[src/rtl/core/assert_macros.svh]
// Assertion macros shared by the calibration RTL.
`ifndef ASSERT_MACROS_SVH
`define ASSERT_MACROS_SVH

// Checks a property on every rising clock edge outside reset.
`define ASSERT_CLK(label, clk, rst_n, prop, msg) \
	label: assert property (@(posedge clk) disable iff (!rst_n) prop) else $error(msg);

// Checks that a condition implies a consequence in the same cycle outside reset.
`define ASSERT_IMPLY(label, clk, rst_n, ante, cons, msg) \
	label: assert property (@(posedge clk) disable iff (!rst_n) (ante) |-> (cons)) \
		else $error(msg);

`endif

[src/rtl/core/pldc_pkg.sv]
// Shared constants and types of the piecewise-linear DAC calibration block.
package pldc_pkg;

	localparam int VOLT_BITS = 15;
	localparam logic [VOLT_BITS-1:0] VOLT_MAX = 15'd20480;

	typedef enum logic {
		CMD_LOAD    = 1'b0,
		CMD_CONVERT = 1'b1
	} cmd_t;

	typedef struct packed {
		logic done;
		logic rem_nz;
	} div_status_t;

endpackage

[src/rtl/core/pldc_table.sv]
// Calibration point memories: measured voltages and DAC codes, one write and one read port.
module pldc_table #(
	parameter int DEPTH = 21,
	parameter int AW = 5,
	parameter int VB = 15,
	parameter int CW = 12
) (
	input  logic          clk,
	input  logic          wr_en,
	input  logic [AW-1:0] wr_addr,
	input  logic [VB-1:0] wr_volts,
	input  logic [CW-1:0] wr_code,
	input  logic [AW-1:0] rd_addr,
	output logic [VB-1:0] rd_volts,
	output logic [CW-1:0] rd_code
);

	logic [VB-1:0] volts_mem [DEPTH];
	logic [CW-1:0] code_mem [DEPTH];

	always_ff @(posedge clk) begin
		if (wr_en) begin
			volts_mem[wr_addr] <= wr_volts;
			code_mem[wr_addr] <= wr_code;
		end
		rd_volts <= volts_mem[rd_addr];
		rd_code <= code_mem[rd_addr];
	end

endmodule

[src/rtl/core/pldc_div.sv]
// Unsigned restoring divider that retires two quotient bits per cycle.
`include "assert_macros.svh"

module pldc_div #(
	parameter int DIVIDEND_BITS = 29,
	parameter int DIVISOR_BITS = 16,
	localparam int QW = 2 * ((DIVIDEND_BITS + 1) / 2)
) (
	input  logic                      clk,
	input  logic                      arst_n,
	input  logic                      start,
	input  logic [DIVIDEND_BITS-1:0]  dividend,
	input  logic [DIVISOR_BITS-1:0]   divisor,
	output logic [QW-1:0]             quotient,
	output pldc_pkg::div_status_t     status
);

	localparam int STEPS = QW / 2;
	localparam int CNT_W = (STEPS > 1) ? $clog2(STEPS) : 1;

	logic                    run_q;
	logic                    done_q;
	logic [CNT_W-1:0]        cnt_q;
	logic [QW-1:0]           dq_q;
	logic [DIVISOR_BITS-1:0] rem_q;
	logic [DIVISOR_BITS-1:0] d_q;
	logic [QW-1:0]           dq_n;
	logic [DIVISOR_BITS-1:0] rem_n;

	always_comb begin
		logic [DIVISOR_BITS:0] trial;
		dq_n = dq_q;
		rem_n = rem_q;
		trial = '0;
		for (int k = 0; k < 2; k++) begin
			trial = {rem_n, dq_n[QW-1]};
			dq_n = {dq_n[QW-2:0], 1'b0};
			if (trial >= {1'b0, d_q}) begin
				rem_n = DIVISOR_BITS'(trial - {1'b0, d_q});
				dq_n[0] = 1'b1;
			end else begin
				rem_n = trial[DIVISOR_BITS-1:0];
			end
		end
	end

	always_ff @(posedge clk or negedge arst_n) begin
		if (!arst_n) begin
			run_q <= 1'b0;
			done_q <= 1'b0;
			cnt_q <= '0;
		end else begin
			done_q <= 1'b0;
			if (start) begin
				run_q <= 1'b1;
				cnt_q <= '0;
			end else if (run_q) begin
				cnt_q <= cnt_q + 1'b1;
				if (cnt_q == CNT_W'(STEPS - 1)) begin
					run_q <= 1'b0;
					done_q <= 1'b1;
				end
			end
		end
	end

	always_ff @(posedge clk) begin
		if (start) begin
			dq_q <= QW'(dividend);
			rem_q <= '0;
			d_q <= divisor;
		end else if (run_q) begin
			dq_q <= dq_n;
			rem_q <= rem_n;
		end
	end

	assign quotient = dq_q;
	assign status.done = done_q;
	assign status.rem_nz = |rem_q;

	`ASSERT_IMPLY(a_div_nonzero, clk, arst_n, run_q, d_q != '0, "divider runs on a zero divisor")
	`ASSERT_IMPLY(a_div_done_idle, clk, arst_n, done_q, !run_q, "divider done while still running")

endmodule

[src/rtl/core/piecewise_linear_dac_calibration.sv]
// Top level of the piecewise-linear DAC calibration block: sequencer and interpolation datapath.
//
// A load transaction (command 0) writes one calibration point in the cycle it is accepted and
// leaves busy low, so loads can follow every cycle; a load with an out-of-range dac_select or
// point_index writes nothing. A convert transaction (command 1) holds busy while it compares
// table points in turn until the segment is found (1 to POINT_COUNT-2 points), reads the two
// segment ends, interpolates and runs the divider; a flat segment skips the divider. Each
// compared point takes one table read on the single memory read port, and the divider retires
// two quotient bits per cycle. The result appears on dac_code and flat_segment for exactly one
// cycle with done high, in the first cycle that busy is low again; the receiver cannot stall
// it, so it must capture it then. Table entries hold no value until loaded, and a convert must
// only use points that were loaded.
`include "assert_macros.svh"

module piecewise_linear_dac_calibration #(
	parameter int DAC_COUNT = 3,
	parameter int POINT_COUNT = 7,
	parameter int CODE_BITS = 12
) (
	input  logic                           clk,
	input  logic                           arst_n,
	input  logic                           start,
	output logic                           busy,
	input  logic                           command,
	input  logic [1:0]                     dac_select,
	input  logic [2:0]                     point_index,
	input  logic [pldc_pkg::VOLT_BITS-1:0] volts,
	input  logic [CODE_BITS-1:0]           point_code,
	output logic                           done,
	output logic [CODE_BITS-1:0]           dac_code,
	output logic                           flat_segment
);

	localparam int VB = pldc_pkg::VOLT_BITS;
	localparam int CW = CODE_BITS;
	localparam int DEPTH = DAC_COUNT * POINT_COUNT;
	localparam int AW = (DEPTH > 1) ? $clog2(DEPTH) : 1;
	localparam int IW = $clog2(POINT_COUNT);
	localparam int MAG_BITS = CW + VB + 2;
	localparam int NW = MAG_BITS + 2;
	localparam int PW = CW + VB + 2;
	localparam int DVS_BITS = VB + 1;
	localparam int QW = 2 * ((MAG_BITS + 1) / 2);
	localparam int SW = QW + 2;
	localparam logic [IW-1:0] LAST_SEG = IW'(POINT_COUNT - 2);

	typedef enum logic [10:0] {
		S_IDLE = 11'b00000000001,
		S_SRD  = 11'b00000000010,
		S_SCMP = 11'b00000000100,
		S_RD0  = 11'b00000001000,
		S_RD1  = 11'b00000010000,
		S_CAP  = 11'b00000100000,
		S_MUL  = 11'b00001000000,
		S_PREP = 11'b00010000000,
		S_ABS  = 11'b00100000000,
		S_DIV  = 11'b01000000000,
		S_WAIT = 11'b10000000000
	} state_t;

	state_t                  state_q;
	logic                    done_q;
	logic                    accept;
	logic                    is_conv;
	logic                    load_ok;
	logic [AW-1:0]           wr_addr;
	logic [AW-1:0]           conv_base;
	logic [AW-1:0]           rd_addr;
	logic [IW-1:0]           rd_ptr;
	logic [VB-1:0]           rd_volts;
	logic [CW-1:0]           rd_code;
	logic [VB-1:0]           t_clamp;

	logic [AW-1:0]           base_q;
	logic [VB-1:0]           t_q;
	logic [IW-1:0]           idx_q;
	logic [IW-1:0]           seg_q;
	logic [CW-1:0]           c0_q;
	logic [VB-1:0]           v0_q;
	logic signed [CW:0]      dc_q;
	logic signed [VB:0]      dt_q;
	logic signed [VB:0]      dv_q;
	logic signed [PW-1:0]    prod_q;
	logic                    dv_neg_q;
	logic [VB-1:0]           den_q;
	logic signed [NW-1:0]    n2_q;
	logic [CW-1:0]           code_q;
	logic                    flat_q;

	logic [VB:0]             dv_abs;
	logic signed [NW-1:0]    prod_ext;
	logic signed [NW-1:0]    n_sel;
	logic signed [NW-1:0]    n2_next;
	logic [NW-1:0]           n2_abs;

	logic                    div_start;
	logic [MAG_BITS-1:0]     div_dividend;
	logic [DVS_BITS-1:0]     div_divisor;
	logic [QW-1:0]           div_quot;
	pldc_pkg::div_status_t   div_stat;

	logic [SW-1:0]           q_ext;
	logic [SW-1:0]           sum_u;
	logic [CW-1:0]           fin_code;

	assign busy = (state_q != S_IDLE);
	assign accept = start && !busy;
	assign is_conv = (command == pldc_pkg::CMD_CONVERT);
	assign load_ok = accept && !is_conv && (32'(point_index) < POINT_COUNT)
		&& (32'(dac_select) < DAC_COUNT);
	assign wr_addr = AW'(32'(dac_select) * POINT_COUNT + 32'(point_index));
	assign conv_base = AW'(((32'(dac_select) >= DAC_COUNT) ? 32'(DAC_COUNT - 1)
		: 32'(dac_select)) * POINT_COUNT);
	assign t_clamp = (volts > pldc_pkg::VOLT_MAX) ? pldc_pkg::VOLT_MAX : volts;

	always_comb begin
		case (state_q)
			S_SRD: rd_ptr = idx_q;
			S_RD0: rd_ptr = seg_q;
			default: rd_ptr = seg_q + 1'b1;
		endcase
	end

	assign rd_addr = base_q + AW'(rd_ptr);

	pldc_table #(
		.DEPTH(DEPTH),
		.AW(AW),
		.VB(VB),
		.CW(CW)
	) u_table (
		.clk(clk),
		.wr_en(load_ok),
		.wr_addr(wr_addr),
		.wr_volts(volts),
		.wr_code(point_code),
		.rd_addr(rd_addr),
		.rd_volts(rd_volts),
		.rd_code(rd_code)
	);

	assign dv_abs = dv_q[VB] ? (~dv_q + 1'b1) : dv_q;
	assign prod_ext = NW'(prod_q);
	assign n_sel = dv_neg_q ? -prod_ext : prod_ext;
	assign n2_next = (n_sel <<< 1) + $signed(NW'(den_q));
	assign n2_abs = n2_q[NW-1] ? NW'(-n2_q) : NW'(n2_q);

	assign div_start = (state_q == S_ABS);
	assign div_dividend = n2_abs[MAG_BITS-1:0];
	assign div_divisor = {den_q, 1'b0};

	pldc_div #(
		.DIVIDEND_BITS(MAG_BITS),
		.DIVISOR_BITS(DVS_BITS)
	) u_div (
		.clk(clk),
		.arst_n(arst_n),
		.start(div_start),
		.dividend(div_dividend),
		.divisor(div_divisor),
		.quotient(div_quot),
		.status(div_stat)
	);

	// A negative quotient is floored: c0 - q - 1 when a remainder is left, c0 - q otherwise.
	assign q_ext = SW'(div_quot);
	assign sum_u = SW'(c0_q) + (n2_q[NW-1] ? ~q_ext : q_ext)
		+ SW'(n2_q[NW-1] && !div_stat.rem_nz);
	assign fin_code = sum_u[SW-1] ? '0 : ((|sum_u[SW-2:CW]) ? '1 : sum_u[CW-1:0]);

	always_ff @(posedge clk or negedge arst_n) begin
		if (!arst_n) begin
			state_q <= S_IDLE;
			done_q <= 1'b0;
		end else begin
			done_q <= 1'b0;
			unique case (state_q)
				S_IDLE: begin
					if (accept && is_conv) begin
						state_q <= (POINT_COUNT > 2) ? S_SRD : S_RD0;
					end
				end
				S_SRD: state_q <= S_SCMP;
				S_SCMP: begin
					if ((t_q < rd_volts) || (idx_q == LAST_SEG)) begin
						state_q <= S_RD0;
					end else begin
						state_q <= S_SRD;
					end
				end
				S_RD0: state_q <= S_RD1;
				S_RD1: state_q <= S_CAP;
				S_CAP: state_q <= S_MUL;
				S_MUL: state_q <= S_PREP;
				S_PREP: begin
					if (dv_q == '0) begin
						state_q <= S_IDLE;
						done_q <= 1'b1;
					end else begin
						state_q <= S_ABS;
					end
				end
				S_ABS: state_q <= S_DIV;
				S_DIV: begin
					if (div_stat.done) begin
						state_q <= S_IDLE;
						done_q <= 1'b1;
					end
				end
				default: state_q <= S_IDLE;
			endcase
		end
	end

	always_ff @(posedge clk) begin
		case (state_q)
			S_IDLE: begin
				if (accept && is_conv) begin
					t_q <= t_clamp;
					base_q <= conv_base;
					idx_q <= IW'(1);
					seg_q <= LAST_SEG;
				end
			end
			S_SCMP: begin
				if (t_q < rd_volts) begin
					seg_q <= idx_q - 1'b1;
				end
				idx_q <= idx_q + 1'b1;
			end
			S_RD1: begin
				c0_q <= rd_code;
				v0_q <= rd_volts;
			end
			S_CAP: begin
				dc_q <= $signed({1'b0, rd_code}) - $signed({1'b0, c0_q});
				dt_q <= $signed({1'b0, t_q}) - $signed({1'b0, v0_q});
				dv_q <= $signed({1'b0, rd_volts}) - $signed({1'b0, v0_q});
			end
			S_MUL: begin
				prod_q <= dc_q * dt_q;
				dv_neg_q <= dv_q[VB];
				den_q <= dv_abs[VB-1:0];
			end
			S_PREP: begin
				n2_q <= n2_next;
				if (dv_q == '0) begin
					code_q <= c0_q;
					flat_q <= 1'b1;
				end
			end
			S_DIV: begin
				if (div_stat.done) begin
					code_q <= fin_code;
					flat_q <= 1'b0;
				end
			end
			default: begin
			end
		endcase
	end

	assign done = done_q;
	assign dac_code = code_q;
	assign flat_segment = flat_q;

	`ASSERT_IMPLY(a_done_not_busy, clk, arst_n, done, !busy, "result strobe while busy")
	`ASSERT_IMPLY(a_done_after_work, clk, arst_n, done, $past(busy), "result without a convert")
	`ASSERT_CLK(a_conv_goes_busy, clk, arst_n, (start && !busy && command) |=> busy, "convert not started")

endmodule

[config.mk]
export PLATFORM = sky130hd
export DESIGN_NAME = piecewise_linear_dac_calibration
export DESIGN_NICKNAME = d
export VERILOG_FILES = /design/src/rtl/core/pldc_pkg.sv /design/src/rtl/core/pldc_table.sv /design/src/rtl/core/pldc_div.sv /design/src/rtl/core/piecewise_linear_dac_calibration.sv
export VERILOG_INCLUDE_DIRS = /design/src /design/src/rtl/core
export SDC_FILE = /design/constraint.sdc
export NUM_CORES = 2
export LEC_CHECK = 0
export ABC_AREA = 1
export ABC_CLOCK_PERIOD_IN_PS = 18000
export BUFFER_PORTS_ARGS = -buffer_cell sky130_fd_sc_hd__buf_2
export CELL_PAD_IN_SITES_DETAIL_PLACEMENT = 1
export CELL_PAD_IN_SITES_GLOBAL_PLACEMENT = 1
export CORE_ASPECT_RATIO = 0.9
export CORE_MARGIN = 3
export CORE_UTILIZATION = 55
export DETAILED_ROUTE_END_ITERATION = 8
export GPL_TIMING_DRIVEN = 0
export PLACE_DENSITY_LB_ADDON = 0.05
export SLEW_MARGIN = 20
export SYNTH_ARGS = -nofsm -noshare
export SYNTH_HDL_FRONTEND = slang
export SYNTH_SLANG_ARGS = --single-unit
export TNS_END_PERCENT = 10
[constraint.sdc]
create_clock -name clk -period 18 [get_ports clk]
set_input_delay 5.4 -clock clk [delete_from_list [all_inputs] [get_ports clk]]
set_output_delay 5.4 -clock clk [all_outputs]
set_load 0.03 [all_outputs]
# Word level (Yosys, flattened, before mapping)
# Memory sizes are Yosys's and may differ from the RTL's. A register that Yosys moved wholly into a read port is not among the register bits.
# Cells that the tools add are included.
totals:
  romBits: 0
  latchBits: 0
  in_bits: 36
  reg_bits: 266
  mem_count: 2
  ram_bits: 567
mem_list:
  columns: ["memory", "words", "width", "read_ports", "rd_ports_with_merged_regs", "wr", "line", "rtl"]
  rows:
  - ["u_table.volts_mem", 21, 15, 1, 1, 1, "pldc_table.sv:18", "logic [VB-1:0] volts_mem [DEPTH];"]
  - ["u_table.code_mem", 21, 12, 1, 1, 1, "pldc_table.sv:19", "logic [CW-1:0] code_mem [DEPTH];"]
classes:
  order_cmp: 7
  addsub: 17
  mul: 3
  n_shift: 0
  div_mod_pow: 0
  reduce_logical: 21
  eq_ne: 17
  n_bitwise: 2
  n_mux: 43
ops:
  columns: ["operator", "count"]
  rows:
  - ["case mux 11 bit (10 select lines)", 1]
  - ["two-way mux 29 bit", 3]
  - ["two-way mux 12 bit", 4]
  - [">= comparator 17 x 16 -> 1 bit", 2]
  - ["adder 12 x 32 -> 32 bit", 1]
  - ["adder 32 x 1 -> 32 bit", 1]
  - ["two-way mux 16 bit", 2]
  - ["two-way mux 32 bit", 1]
  - ["NOT 30 -> 32 bit", 1]
  - ["subtractor 15 x 15 -> 16 bit", 2]
  - ["subtractor 16 bit", 2]
  - ["adder 31 x 16 -> 31 bit", 1]
  - ["two-way mux 30 bit", 1]
  - ["negator 29 -> 30 bit", 1]
  - ["multiplier 13 x 16 -> 29 bit", 1]
  - ["negator 29 bit", 1]
  - ["case mux 12 bit (2 select lines)", 1]
  - ["two-way mux 11 bit", 2]
  - ["OR reduction 19 bit", 1]
  - ["case mux 3 bit (2 select lines)", 3]
  - ["logical NOT 16 bit", 1]
  - ["OR reduction 16 bit", 1]
  - ["adder 15 x 1 -> 15 bit, second input constant", 1]
  - ["greater-than comparator 15 bit, second input constant", 1]
  - ["other kinds (39)", 74]

# Depth between registers and ports, before layout
depth:
  ltp_word: 9
  mapped_depth: 29
  mapped_depth_nobuf: 27

# Hierarchy
# A second synthesis with hierarchy kept.
unflattened:
  hier_cells: 5563
  hier_area_um2: 51066.5
modules_own_cells:
  columns: ["module", "area_per_inst_um2", "cells_per_inst", "seq_area_each_um2", "instances"]
  rows:
  - ["pldc_table", 24572.3, 2255, 17566.8, 1]
  - ["piecewise_linear_dac_calibration", 21523.1, 2604, 5831.8, 1]
  - ["pldc_div", 4971.0, 704, 1841.8, 1]

# Least setup slack after synthesis
# Ideal clock, no wire load.
synth_path:
  kind: "input -> register"
  from: "input dac_select[0]"
  to: "memory u_table.code_mem[20][0] (enable)"
  t_required_ps: 17521
  path_slack_ps: 8105
  n_path_buf: 0
  cell_stages: 5
  arrival_time_ps: 9416
  cell_sequence: "fa_1 ha_1 fa_1 inv_1 nor4_1"
synth_via:
  elab_chain_len: 4
synth_lines:
  columns: ["item", "line", "rtl"]
  rows:
  - ["from (decl)", "piecewise_linear_dac_calibration.sv:25", "input logic [1:0] dac_select,"]
  - ["branches (longest 4 deep; another with multiplier 2 x 3 -> 5 bit)", null, null]
  - ["to (decl)", "pldc_table.sv:19", null]
# Parallel ways; which one is timed is not known.

# Final worst setup path
layout_path:
  from: "input dac_select[0]"
  to: "memory u_table.code_mem[20][8] (enable)"
# The elaborated chain is that of the path after synthesis.

==> run metrics <==
Global Route Usage Sum 0.352; CP required between 15 and 20 ns; CTS root buf clkbuf_16; Die Y about 290 microns; Worst Setup End Kind register; register area share after synthesis 0.522; first-pass GRT wire length 243 mm; Largest stage delay, worst path 0.66 ns; Placer Congestion 0.926; hold violation total from the final report 0; clk buf depth 3; DR pass1 iterations 6; vias in the first global route between 30000 and 40000; Cell Pwr Density ~100 nW/um^2; slowest stage cell, crit path nor4_2; WHS Endpoint c0_q[6]$_DFFE_PP_; First DRT Iteration DRCs between 4000 and 5000; EDFF count, synth 796; synth warn 0; simple-gate share of the synthesized area 0.134; Buf+Inv Stages, Crit Path 5; Synth Area in Compound Gates 0.0822; R2R cell count 21; WHS Path Cells 0; Most common cell on crit path buf_2; Final setup viols 0; num ports 51; largest net degree at the start of global routing 34; CTS clk-pin slew, worst paths around 0.060 ns; Reg2Reg Capture Point prod_q[26]$_DFFE_PP_; Detail Placement HPWL 119 mm; Mapped Cells 4586; CP Class in2reg; maximum vdd drop 0.000107 V; Die ar. around 91000 sq um; WL/cell about 27 microns; Worst Skew 0.0416 ns; post-cts repair resize count 0; Post-DRT Antenna Nets 0; ys async rst share 0.0198; via count between 30000 and 40000; # rows ~100; multi-input logic area 20200 sq um; fin nets approximately 5200; register area 25200 sq um; vias per inst 6.14; worst-margin pin slew 1.04 ns; most frequent cells in the layout edfxtp_1, nand2_1, inv_1; max frequency between 100 and 150 MHz; CORE AREA ~87000 sq um; critical path fanouts, max 6; largest family of logic cells by synthesized area adder cells; mux share of post-synthesis cell area 0.0224; Core Util, Final 0.621; Max-cap violations 0; clock sink total ~860; RSZ-0062 raised after global routing false; Initial Utilization 0.558; Netlist Area Pre-Place 48300 sq um; H-tree Lvls 3; final worst setup slack ~9.8 ns; CTS tree built; Final min period between 8 and 9 ns; Post-Synth Adder-Cell Area 0.139; Hold WC Path Type reg2reg; hold slack between 0.4 and 0.5 ns; layout cells sized above 1 0.0658; hold_sp u_table.rd_code[6]$_DFF_P_; Setup TNS 0 ns; RR Startpoint dc_q[2]$_DFFE_PP_; Num CTS Buffers slightly below 90; register bit count reported by yosys approximately 860; startpoint types primary input; I/O Buffers 50; CP delay by family, top adder cells; grt total ovfl 0; final worst-path cycle share 0.453; hold-fix buffers at CTS 0; Synth Net Count ~5000; Cell variety after synth 56; Die W between 300 and 400 microns; max-slew violation count 0; XOR/XNOR Fraction of Synth Area 0.0371; Post-Place Setup Slack 9.33 ns; crit-path cells buf_2, fa_1, ha_1, fa_1, inv_1, nor4_2, buf_4, buf_2, buf_2; Lkg Pwr between 0.02 and 0.025 uW; Area Growth Syn to Fin 11.3%; Slew HR 0.306; Fillers a little over 9000; overall power 5550 uW; Worst-Skew Late Latency approximately 0.7 ns; worst reg-to-reg setup slack about 11 ns; post-CTS setup buffers 0; WP data arrival about 8.5 ns; # DRC 0; initial antenna violation count 9; status finished clean; drt total wl approximately 160 mm; syn_area_per_cell 10.5 sq um; dominant synthesized flop cell edfxtp_1; commonest non-fill, non-tap cell in the layout edfxtp_1
==> routing by layer <==
layer | up-vias | GRT usage | share of wire
met4 | 6 | 0.115 | 0.034
met3 | 345 | 0.0629 | 0.092
met5 | - | 0 | 0.00025
met1 | 18600 | 0.483 | 0.41
li1 | 15900 | - | -
met2 | 1858 | 0.573 | 0.47
==> report_power, final <==
part	total [uW]	internal, uW	switching, uW	leakage [uW]
clock network	1860	1030	833	0.00142
logic	1380	365	1020	0.0130
registers	2310	2260	47.6	0.00776
total	5550	3650	1900	0.0222
==> cell type report <==
class | count | area share
Inverter | 627 | 0.0438
Buffer | 177 | 0.0136
Multi-Input combinational cell | 2925 | 0.376
Antenna cell | 5 | 0.000233
Sequential cell | 857 | 0.469
Clock buffer | 106 | 0.0428
Timing Repair Buffer | 81 | 0.0164
Clock inverter | 57 | 0.0115
Tap cell | 1144 | 0.0266
==> synthesized netlist by cell type (73+ instances only) <==
| cell type | n | share of area |
|---|---|---|
| edfxtp_1 | 796 | 0.49 |
| nand2_1 | 794 | 0.062 |
| inv_1 | 620 | 0.048 |
| nor2_1 | 439 | 0.034 |
| o21ai_0 | 253 | 0.026 |
| fa_1 | 207 | 0.086 |
| ha_1 | 204 | 0.053 |
| nand3_1 | 189 | 0.020 |
| a21oi_1 | 157 | 0.016 |
| clkbuf_1 | 140 | 0.011 |
| xor2_1 | 128 | 0.023 |
| o221ai_1 | 110 | 0.020 |
| mux2i_1 | 108 | 0.022 |
| xnor2_1 | 73 | 0.013 |
==> worst max-delay path by stage <==
stage	cells after the start	slack [ns]	start	end
2_1_floorplan	5	8.10	dac_select[0]	u_table.code_mem[20][0]$_DFFE_PP_
3_3_place_gp	6	5.33	dac_select[0]	u_table.volts_mem[20][3]$_DFFE_PP_
3_5_place_dp	10	9.33	dac_select[0]	u_table.volts_mem[13][0]$_DFFE_PP_
4_1_cts	10	9.97	dac_select[0]	u_table.volts_mem[10][11]$_DFFE_PP_
5_1_grt	10	9.77	dac_select[0]	u_table.volts_mem[13][12]$_DFFE_PP_
6_report	9	9.85	dac_select[0]	u_table.code_mem[20][8]$_DFFE_PP_
==> per-stage QoR <==
| stage | std cells | cell area, sq um |
|---|---|---|
| floorplan | 4586 | 48300 |
| global placement | 5780 | 50000 |
| detailed placement | 5811 | 50800 |
| CTS | 5974 | 53800 |
| global route | 5976 | 53800 |
| finish | 5979 | 53800 |
==> kinds of logic after synthesis <==
family | count (synthesis)
buffers and inverters | 804
and+or+nand+nor | 1563
AOI/OAI and AO/OA | 640
xor gates and xnor gates | 203
muxes | 108
adders and majority gates | 411
DFF | 857
==> state kept, by name, summed over array words and instances, names as in the netlist, 3 cells and up <==
register	count
dv_q	16
u_div.rem_q	16
dac_code	12
prod_q	29
den_q	15
u_table.rd_volts	15
u_div.d_q	15
t_q	15
dt_q	16
u_table.rd_code	12
base_q	4
idx_q	3
seg_q	3
u_div.quotient	30
u_table.code_mem	252
v0_q	15
state_q	10
c0_q	12
n2_q	30
dc_q	13
u_table.volts_mem	315
u_div.cnt_q	4
No activity file was read; power rests on OpenSTA's default activity.
